$ cat src/design/rrts_pkg.sv
// Shared types and constants for the round-robin thread scheduler.
// No dependencies; every other design file imports this package.
`timescale 1ns / 1ps

package rrts_pkg;

	localparam int SLOTS = 128;
	localparam int IDW = $clog2(SLOTS);
	localparam int CNTW = $clog2(SLOTS + 1);
	localparam int FIELD_W = 7;
	localparam logic [FIELD_W-1:0] LIMIT_RESET = 7'd100;

	typedef enum logic [1:0] {
		OP_CREATE = 2'd0,
		OP_EXIT   = 2'd1,
		OP_YIELD  = 2'd2,
		OP_JOIN   = 2'd3
	} op_t;

	typedef enum logic [1:0] {
		RC_OK        = 2'd0,
		RC_LIMIT     = 2'd1,
		RC_NOT_READY = 2'd2
	} res_code_t;

	typedef enum logic [1:0] {
		ST_INACTIVE = 2'd0,
		ST_READY    = 2'd1,
		ST_WAIT     = 2'd2,
		ST_MAIN     = 2'd3
	} status_t;

	typedef enum logic [1:0] {
		S_IDLE,
		S_JOIN,
		S_SCAN,
		S_DONE
	} fsm_t;

	typedef struct packed {
		logic           en;
		logic [IDW-1:0] addr;
		status_t        data;
	} status_wr_t;

	typedef struct packed {
		logic           en;
		logic [IDW-1:0] addr;
		logic [IDW-1:0] data;
	} wait_wr_t;

endpackage

$ cat src/design/rrts_status_mem.sv
// Thread status store: one write port, two registered read ports.
// Slots above the created count read inactive; slot 0 reads main until first written.
// Depends on rrts_pkg.
`timescale 1ns / 1ps

module rrts_status_mem (
	input  logic                       clk,
	input  logic                       arst_n,
	input  logic [rrts_pkg::IDW-1:0]   created,
	input  rrts_pkg::status_wr_t       wr,
	input  logic [rrts_pkg::IDW-1:0]   rd_a_addr,
	input  logic [rrts_pkg::IDW-1:0]   rd_b_addr,
	output rrts_pkg::status_t          rd_a_data,
	output rrts_pkg::status_t          rd_b_data
);
	import rrts_pkg::*;

	status_t mem [SLOTS];
	status_t rd_a_q;
	status_t rd_b_q;
	logic    a_over_q;
	logic    b_over_q;
	logic    a_main_q;
	logic    b_main_q;
	logic    main_written_q;

	always_ff @(posedge clk) begin
		if (wr.en) begin
			mem[wr.addr] <= wr.data;
		end
		rd_a_q   <= mem[rd_a_addr];
		rd_b_q   <= mem[rd_b_addr];
		a_over_q <= rd_a_addr > created;
		b_over_q <= rd_b_addr > created;
		a_main_q <= (rd_a_addr == '0) && !main_written_q;
		b_main_q <= (rd_b_addr == '0) && !main_written_q;
	end

	always_ff @(posedge clk or negedge arst_n) begin
		if (!arst_n) begin
			main_written_q <= 1'b0;
		end else if (wr.en && wr.addr == '0) begin
			main_written_q <= 1'b1;
		end
	end

	assign rd_a_data = a_over_q ? ST_INACTIVE : (a_main_q ? ST_MAIN : rd_a_q);
	assign rd_b_data = b_over_q ? ST_INACTIVE : (b_main_q ? ST_MAIN : rd_b_q);

endmodule

$ cat src/design/rrts_wait_mem.sv
// Waited-on thread store: one write port, one registered read port.
// Depends on rrts_pkg.
`timescale 1ns / 1ps

module rrts_wait_mem (
	input  logic                     clk,
	input  rrts_pkg::wait_wr_t       wr,
	input  logic [rrts_pkg::IDW-1:0] rd_addr,
	output logic [rrts_pkg::IDW-1:0] rd_data
);
	import rrts_pkg::*;

	logic [IDW-1:0] mem [SLOTS];

	always_ff @(posedge clk) begin
		if (wr.en) begin
			mem[wr.addr] <= wr.data;
		end
		rd_data <= mem[rd_addr];
	end

endmodule

$ cat src/design/round_robin_thread_scheduler.sv
// Round-robin thread scheduler: control, scan pipeline and result register.
// One item at a time; the next transfer is taken the cycle after the output register
// loads, which waits on m_axis_tready while the output register is still full.
// Create goes through the result register to the output register; join reads the
// target's status first; yield and exit scan the ring for a ready slot and report idle
// when none is; the ring scan reads one slot per cycle from the status memory (s1/s2 read pipeline).
// Reset: slot 0 main, all others inactive, limit 100; no clearing pass needed.
// Depends on rrts_pkg, rrts_status_mem, rrts_wait_mem.
`timescale 1ns / 1ps

module round_robin_thread_scheduler (
	input  logic        clk,
	input  logic        arst_n,
	input  logic        cfg_valid,
	output logic        cfg_ready,
	input  logic [6:0]  cfg_data,       // thread_limit
	input  logic        s_axis_tvalid,
	output logic        s_axis_tready,
	input  logic [7:0]  s_axis_tdata,   // [6:0] target_id, [7] zero
	input  logic [1:0]  s_axis_tuser,   // [1:0] operation
	output logic        m_axis_tvalid,
	input  logic        m_axis_tready,
	output logic [15:0] m_axis_tdata,   // [6:0] switch_to, [13:7] new_id, [15:14] zero
	output logic [2:0]  m_axis_tuser    // [1:0] result_code, [2] idle
);
	import rrts_pkg::*;

	fsm_t                 state_q, state_d;
	logic [FIELD_W-1:0]   limit_q;
	logic [IDW-1:0]       cc_q;
	logic [IDW-1:0]       run_slot_q;
	logic                 run_valid_q;
	logic [IDW-1:0]       target_q;
	logic                 target_ok_q;
	logic [IDW-1:0]       ptr_q;
	logic [CNTW-1:0]      left_q;
	logic                 v_s1, v_s2;
	logic [IDW-1:0]       slot_s1, slot_s2;
	status_t              st_s2;

	res_code_t            res_code_q;
	logic [IDW-1:0]       res_sw_q;
	logic                 res_idle_q;
	logic [IDW-1:0]       res_new_q;
	logic                 out_valid_q;
	res_code_t            out_code_q;
	logic [FIELD_W-1:0]   out_sw_q;
	logic                 out_idle_q;
	logic [FIELD_W-1:0]   out_new_q;

	status_wr_t           st_wr;
	wait_wr_t             wt_wr;
	logic [IDW-1:0]       rd_a_addr;
	status_t              st_a, st_b;
	logic [IDW-1:0]       waited;

	logic                 accept;
	op_t                  op_in;
	logic [IDW-1:0]       cur;
	logic [IDW-1:0]       cc_next;
	logic                 create_fail;
	logic                 join_ok;
	logic                 hit;
	logic                 drained;
	logic                 issue;
	logic                 scan_init;
	logic                 cc_inc;
	logic                 ld_res;
	logic                 run_ld;
	logic [IDW-1:0]       run_slot_d;
	logic                 run_valid_d;
	res_code_t            res_code_d;
	logic [IDW-1:0]       res_sw_d;
	logic                 res_idle_d;
	logic [IDW-1:0]       res_new_d;
	logic                 out_ld;

	assign cfg_ready     = 1'b1;
	assign s_axis_tready = (state_q == S_IDLE);
	assign accept        = s_axis_tvalid && s_axis_tready;
	assign op_in         = op_t'(s_axis_tuser);
	assign cur           = run_valid_q ? run_slot_q : '0;
	assign cc_next       = cc_q + IDW'(1);
	assign create_fail   = (int'(cc_q) >= int'(limit_q)) || (int'(cc_q) + 1 >= SLOTS);
	assign join_ok       = target_ok_q && (st_a == ST_READY);

	// stage 2 decides the oldest slot in flight; a waiting thread needs its target inactive
	assign hit     = v_s2 && ((st_s2 == ST_READY) || (st_s2 == ST_WAIT && st_b == ST_INACTIVE));
	assign drained = (left_q == '0) && !v_s1 && !v_s2;

	assign rd_a_addr = (state_q == S_SCAN) ? ptr_q : IDW'(s_axis_tdata[6:0]);

	rrts_status_mem u_status (
		.clk       (clk),
		.arst_n    (arst_n),
		.created   (cc_q),
		.wr        (st_wr),
		.rd_a_addr (rd_a_addr),
		.rd_b_addr (waited),
		.rd_a_data (st_a),
		.rd_b_data (st_b)
	);

	rrts_wait_mem u_wait (
		.clk     (clk),
		.wr      (wt_wr),
		.rd_addr (rd_a_addr),
		.rd_data (waited)
	);

	always_comb begin
		state_d     = state_q;
		issue       = 1'b0;
		scan_init   = 1'b0;
		cc_inc      = 1'b0;
		ld_res      = 1'b0;
		run_ld      = 1'b0;
		run_slot_d  = cur;
		run_valid_d = run_valid_q;
		res_code_d  = RC_OK;
		res_sw_d    = cur;
		res_idle_d  = 1'b0;
		res_new_d   = '0;
		out_ld      = 1'b0;
		st_wr       = '{en: 1'b0, addr: '0, data: ST_INACTIVE};
		wt_wr       = '{en: 1'b0, addr: '0, data: '0};
		unique case (state_q)
			S_IDLE: begin
				if (accept) begin
					unique case (op_in)
						OP_CREATE: begin
							ld_res = 1'b1;
							if (create_fail) begin
								res_code_d = RC_LIMIT;
							end else begin
								cc_inc    = 1'b1;
								res_new_d = cc_next;
								st_wr     = '{en: 1'b1, addr: cc_next, data: ST_READY};
							end
							state_d = S_DONE;
						end
						OP_EXIT: begin
							st_wr     = '{en: 1'b1, addr: cur, data: ST_INACTIVE};
							scan_init = 1'b1;
							state_d   = S_SCAN;
						end
						OP_YIELD: begin
							scan_init = 1'b1;
							state_d   = S_SCAN;
						end
						OP_JOIN: begin
							state_d = S_JOIN;
						end
						default: state_d = S_IDLE;
					endcase
				end
			end
			S_JOIN: begin
				ld_res = 1'b1;
				if (join_ok) begin
					st_wr       = '{en: 1'b1, addr: cur, data: ST_WAIT};
					wt_wr       = '{en: 1'b1, addr: cur, data: target_q};
					run_ld      = 1'b1;
					run_slot_d  = target_q;
					run_valid_d = 1'b1;
					res_sw_d    = target_q;
				end else begin
					res_code_d = RC_NOT_READY;
				end
				state_d = S_DONE;
			end
			S_SCAN: begin
				if (hit) begin
					if (st_s2 == ST_WAIT) begin
						st_wr = '{en: 1'b1, addr: slot_s2, data: ST_READY};
					end
					ld_res      = 1'b1;
					res_sw_d    = slot_s2;
					run_ld      = 1'b1;
					run_slot_d  = slot_s2;
					run_valid_d = 1'b1;
					state_d     = S_DONE;
				end else if (drained) begin
					ld_res      = 1'b1;
					res_sw_d    = '0;
					res_idle_d  = 1'b1;
					run_ld      = 1'b1;
					run_slot_d  = '0;
					run_valid_d = 1'b0;
					state_d     = S_DONE;
				end else begin
					issue = (left_q != '0);
				end
			end
			S_DONE: begin
				if (!out_valid_q || m_axis_tready) begin
					out_ld  = 1'b1;
					state_d = S_IDLE;
				end
			end
			default: state_d = S_IDLE;
		endcase
	end

	always_ff @(posedge clk or negedge arst_n) begin
		if (!arst_n) begin
			state_q     <= S_IDLE;
			limit_q     <= LIMIT_RESET;
			cc_q        <= '0;
			run_slot_q  <= '0;
			run_valid_q <= 1'b0;
			left_q      <= '0;
			v_s1        <= 1'b0;
			v_s2        <= 1'b0;
			out_valid_q <= 1'b0;
		end else begin
			state_q <= state_d;
			if (cfg_valid && cfg_ready) begin
				limit_q <= cfg_data;
			end
			if (cc_inc) begin
				cc_q <= cc_next;
			end
			if (run_ld) begin
				run_slot_q  <= run_slot_d;
				run_valid_q <= run_valid_d;
			end
			// ring holds created_count + 1 slots
			if (scan_init) begin
				left_q <= CNTW'(cc_q) + CNTW'(1);
			end else if (issue) begin
				left_q <= left_q - CNTW'(1);
			end
			if (state_q == S_SCAN && !hit) begin
				v_s1 <= issue;
				v_s2 <= v_s1;
			end else begin
				v_s1 <= 1'b0;
				v_s2 <= 1'b0;
			end
			if (out_ld) begin
				out_valid_q <= 1'b1;
			end else if (m_axis_tready) begin
				out_valid_q <= 1'b0;
			end
		end
	end

	always_ff @(posedge clk) begin
		if (accept) begin
			target_q    <= IDW'(s_axis_tdata[6:0]);
			target_ok_q <= int'(s_axis_tdata[6:0]) < SLOTS;
		end
		if (scan_init) begin
			ptr_q <= (cur == cc_q) ? '0 : cur + IDW'(1);
		end else if (issue) begin
			ptr_q <= (ptr_q == cc_q) ? '0 : ptr_q + IDW'(1);
		end
		slot_s1 <= ptr_q;
		slot_s2 <= slot_s1;
		st_s2   <= st_a;
		if (ld_res) begin
			res_code_q <= res_code_d;
			res_sw_q   <= res_sw_d;
			res_idle_q <= res_idle_d;
			res_new_q  <= res_new_d;
		end
		if (out_ld) begin
			out_code_q <= res_code_q;
			out_sw_q   <= FIELD_W'(res_sw_q);
			out_idle_q <= res_idle_q;
			out_new_q  <= FIELD_W'(res_new_q);
		end
	end

	assign m_axis_tvalid = out_valid_q;
	assign m_axis_tdata  = {2'b00, out_new_q, out_sw_q};
	assign m_axis_tuser  = {out_idle_q, out_code_q};

endmodule
$ cat config.mk
export PLATFORM = sky130hd
export DESIGN_NAME = round_robin_thread_scheduler
export DESIGN_NICKNAME = d
export VERILOG_FILES = /design/src/design/rrts_pkg.sv /design/src/design/rrts_status_mem.sv /design/src/design/rrts_wait_mem.sv /design/src/design/round_robin_thread_scheduler.sv
export SDC_FILE = /design/constraint.sdc
export NUM_CORES = 2
export LEC_CHECK = 0
export BUFFER_PORTS_ARGS = -buffer_cell sky130_fd_sc_hd__buf_2
export CAP_MARGIN = 20
export CORE_MARGIN = 3
export CORE_UTILIZATION = 43
export CTS_CLUSTER_DIAMETER = 150
export DETAILED_ROUTE_END_ITERATION = 8
export RECOVER_POWER = 100
export SYNTH_ARGS = -nofsm -noshare
export SYNTH_HDL_FRONTEND = slang
export SYNTH_HIERARCHICAL = 1
export SYNTH_SLANG_ARGS = --single-unit
$ cat constraint.sdc
create_clock -name clk -period 16.24 [get_ports clk]
set_input_delay 2.436 -clock clk [delete_from_list [all_inputs] [get_ports clk]]
set_output_delay 2.436 -clock clk [all_outputs]
set_load 0.03 [all_outputs]
==> results_dict.tcl <==
set metrics [dict create \
    ys_warn_count 6 \
    tns_ps 0 \
    hold_viol 0 \
    grt_pass1_wl_mm 189 \
    top_register "u_wait/mem" \
    ant_nets 0 \
    grt_pass1_vias 28300 \
    grtUsageTotal_pct 20.0 \
    drv_cap 26 \
    largest_register_ffs 896 \
    final_nets 2963 \
    fp.dieH_microns 358 \
    antenna_found_initial 3 \
    globalplace.congestion 0.874 \
    synth_xor_area_share_pct 0.623 \
    synth_common_cells "edfxtp_1 (1200), mux4_2 (386), nor2_1 (302)" \
    synthAdderAreaFrac_pct 0.796 \
    yosys-mux-area-fraction_pct 18.6 \
    grtUsageMet2_pct 31.3 \
    wl_per_cell_microns 27.5 \
    period_share_pct 53.1 \
    grt_most_used_layer "met2" \
    max_slew_margin_pct -163 \
    syn_to_final_growth_pct 11.5 \
    hold_buffers 0 \
    hp-class "reg -> reg" \
    fin_total_pwr_uw 9970 \
    cp_max_fo 55 \
    drcViolationCount 0 \
    dp_hpwl_mm 79.2 \
    via_count 27900 \
    cts_root_buf "clkbuf_16" \
    finalSetupViolations 0 \
    via_per_inst 6.01 \
    critPathLaunchType "input port" \
    p_per_area_nw_per_um2 167 \
    synth_compound_area_share_pct 2.37 \
    cts_tree "done" \
    fin_crit_ps 8630 \
    irDropWorstVdd_uv 108 \
    dp_slack_ps 8340 \
    ctsHtreeMaxLevel 4 \
    end_kind "flop" \
    core_sq_um 123000 \
    io_buffer_count 39 \
    yosysMostFrequentCell "edfxtp_1" \
    fp.dieW_microns 358 \
    synth_ff_type "edfxtp_1" \
    violations "capacitance limit, slew limit" \
    cts_resized 0 \
    grtUsageMet3_pct 3.50 \
    cts_setup_buffers 0 \
    crit_slowest_cell "mux2_1" \
    synth-seq-cells 1267 \
    dr.pass1.iters 6 \
    drv_slew 1378 \
    critPathMaxStageDelay_ps 2810 \
    io_pins 44 \
    grt_max_degree 129 \
    globalRouteOverflowTotal 0 \
    drt-total-wl_mm 128 \
    syn_area_sq_um 53400 \
    finalWorstSetupSlack_ps 7610 \
    synth-async-reset-ratio_pct 2.84 \
    clockBufferDepth 3 \
    avgSynthCellArea_sq_um 18.8 \
    cts.sinks 1267 \
    status "finished, violations left" \
    worstPathArrival_ps 9240 \
    design.die.area_sq_um 128000 \
    synth_top_area_share_pct 67.5 \
    drive_gt1_share_pct 21.4 \
    rows 128 \
    p_leak_uw 0.0194 \
    use_met1_pct 28.7 \
    worstPathRequired_ps 16850 \
    insertion_delay_ps 770 \
    yosysSeqAreaShare_pct 70.3 \
    holdWs_ps 327 \
    drt_first_iter_violations 3168 \
    crit_family "multiplexers" \
    synth_area_leaders "edfxtp_1 (67%), mux4_2 (16%), nor2_1 (2.1%)" \
    netlist_instances 2847 \
    start_util_pct 43.6 \
    reg_top3 "u_wait/mem: 896 flops, u_status/mem: 256 flops, left_q: 8 flops" \
    clk_pin_slew_ps 60 \
    synth_top_family_by_area "multiplexers" \
    synth_cell_type_count 86 \
    rsz0062_at_grt "false" \
    synth_top_area_cell "edfxtp_1" \
    synth_edf_count 1200 \
    path_cells "clkbuf_1 > mux2_1 > clkbuf_1 > mux4_2 > mux4_2 > mux2_2" \
    synthSimpleGateAreaFrac_pct 5.29 \
    critPathKind "in -> reg" \
    cp_num_buf_inv 2 \
    tightest_slew_ps 3950 \
    cts_buffers 135 \
    diodes 0 \
    max_freq_mhz 116 \
    skew_ps 51.5 \
]
-- worst paths after layout --
path                                        start                         to  slack (ps)  depth (start not counted)
min in group asynchronous                  arst_n             v_s2$_DFF_PN0_        2330                          1
max reg2reg                state_q[0]$_DFFE_PN0P_  u_wait/rd_data[6]$_DFF_P_        8420                          7
max                               s_axis_tdata[1]  u_wait/rd_data[6]$_DFF_P_        7610                          6
max in group asynchronous                  arst_n  run_slot_q[3]$_DFFE_PN0P_       12630                          1
min                            slot_s1[2]$_DFF_P_         slot_s2[2]$_DFF_P_         330                          0
min reg2reg                    slot_s1[2]$_DFF_P_         slot_s2[2]$_DFF_P_         330                          0
-- routing by layer --
metal / up-vias / part of all wire, %
li1: 11700 / -
met1: 14700 / 42
met2: 1232 / 47
met3: 242 / 7.8
met4: 0 / 3.0
met5: - / 0
-- where the power goes --
part	internal (uW)	switching (uW)	leakage (uW)	total [uW]
clock	1810	1290	0.00220	3100
sequential	3780	185	0.0122	3960
combinational	1300	1600	0.00502	2900
total	6890	3070	0.0194	9970
-- cell type report --
| type | count | area (sq um) |
|---|---|---|
| Fill cell | 9961 | 63000 |
| Sequential cell | 1267 | 37600 |
| Multi-Input combinational cell | 1364 | 14800 |
| Clock buffer | 167 | 3620 |
| Tap cell | 1625 | 2030 |
| Clock inverter | 77 | 921 |
| Timing Repair Buffer | 95 | 439 |
| Inverter | 44 | 170 |
-- worst reg2reg max path, stage by stage, from the launching register on --
cell and delay, ps:
dfrtp_1 440, inv_1 130, ha_1 500, mux2_1 2850
clkbuf_1 2070, mux4_2 840, mux4_2 580, mux2_2 300
-- cell usage in the layout, fill, tap and decap left out, drive strengths merged, types with 34 or more instances in the layout --
| cell | instances |
|---|---|
| edfxtp | 1200 |
| nand3 | 67 |
| a21oi | 47 |
| nor2 | 303 |
| clkinv | 52 |
| nand2 | 88 |
| mux2i | 78 |
| mux4 | 395 |
| ha | 34 |
| clkbuf | 237 |
| inv | 47 |
-- metrics by stage --
step / std cells / area, sq um / utilization, %
floorplan: 2848 / 53400 / -
detailed placement: 4384 / 55200 / 45.1
CTS: 4628 / 59800 / 48.8
finish: 4639 / 59500 / 48.6
global route: 4639 / 59500 / 48.6
global placement: 4378 / 55200 / 45.0
-- cells by family after synthesis --
logic type,count (synthesis)
flops,1267
simple gates,615
mux,492
buf+inv,217
compound gates,182
xor+xnor,38
fa+ha+maj,34
other cells,2
Note: power is estimated with default switching activity, not from simulation.
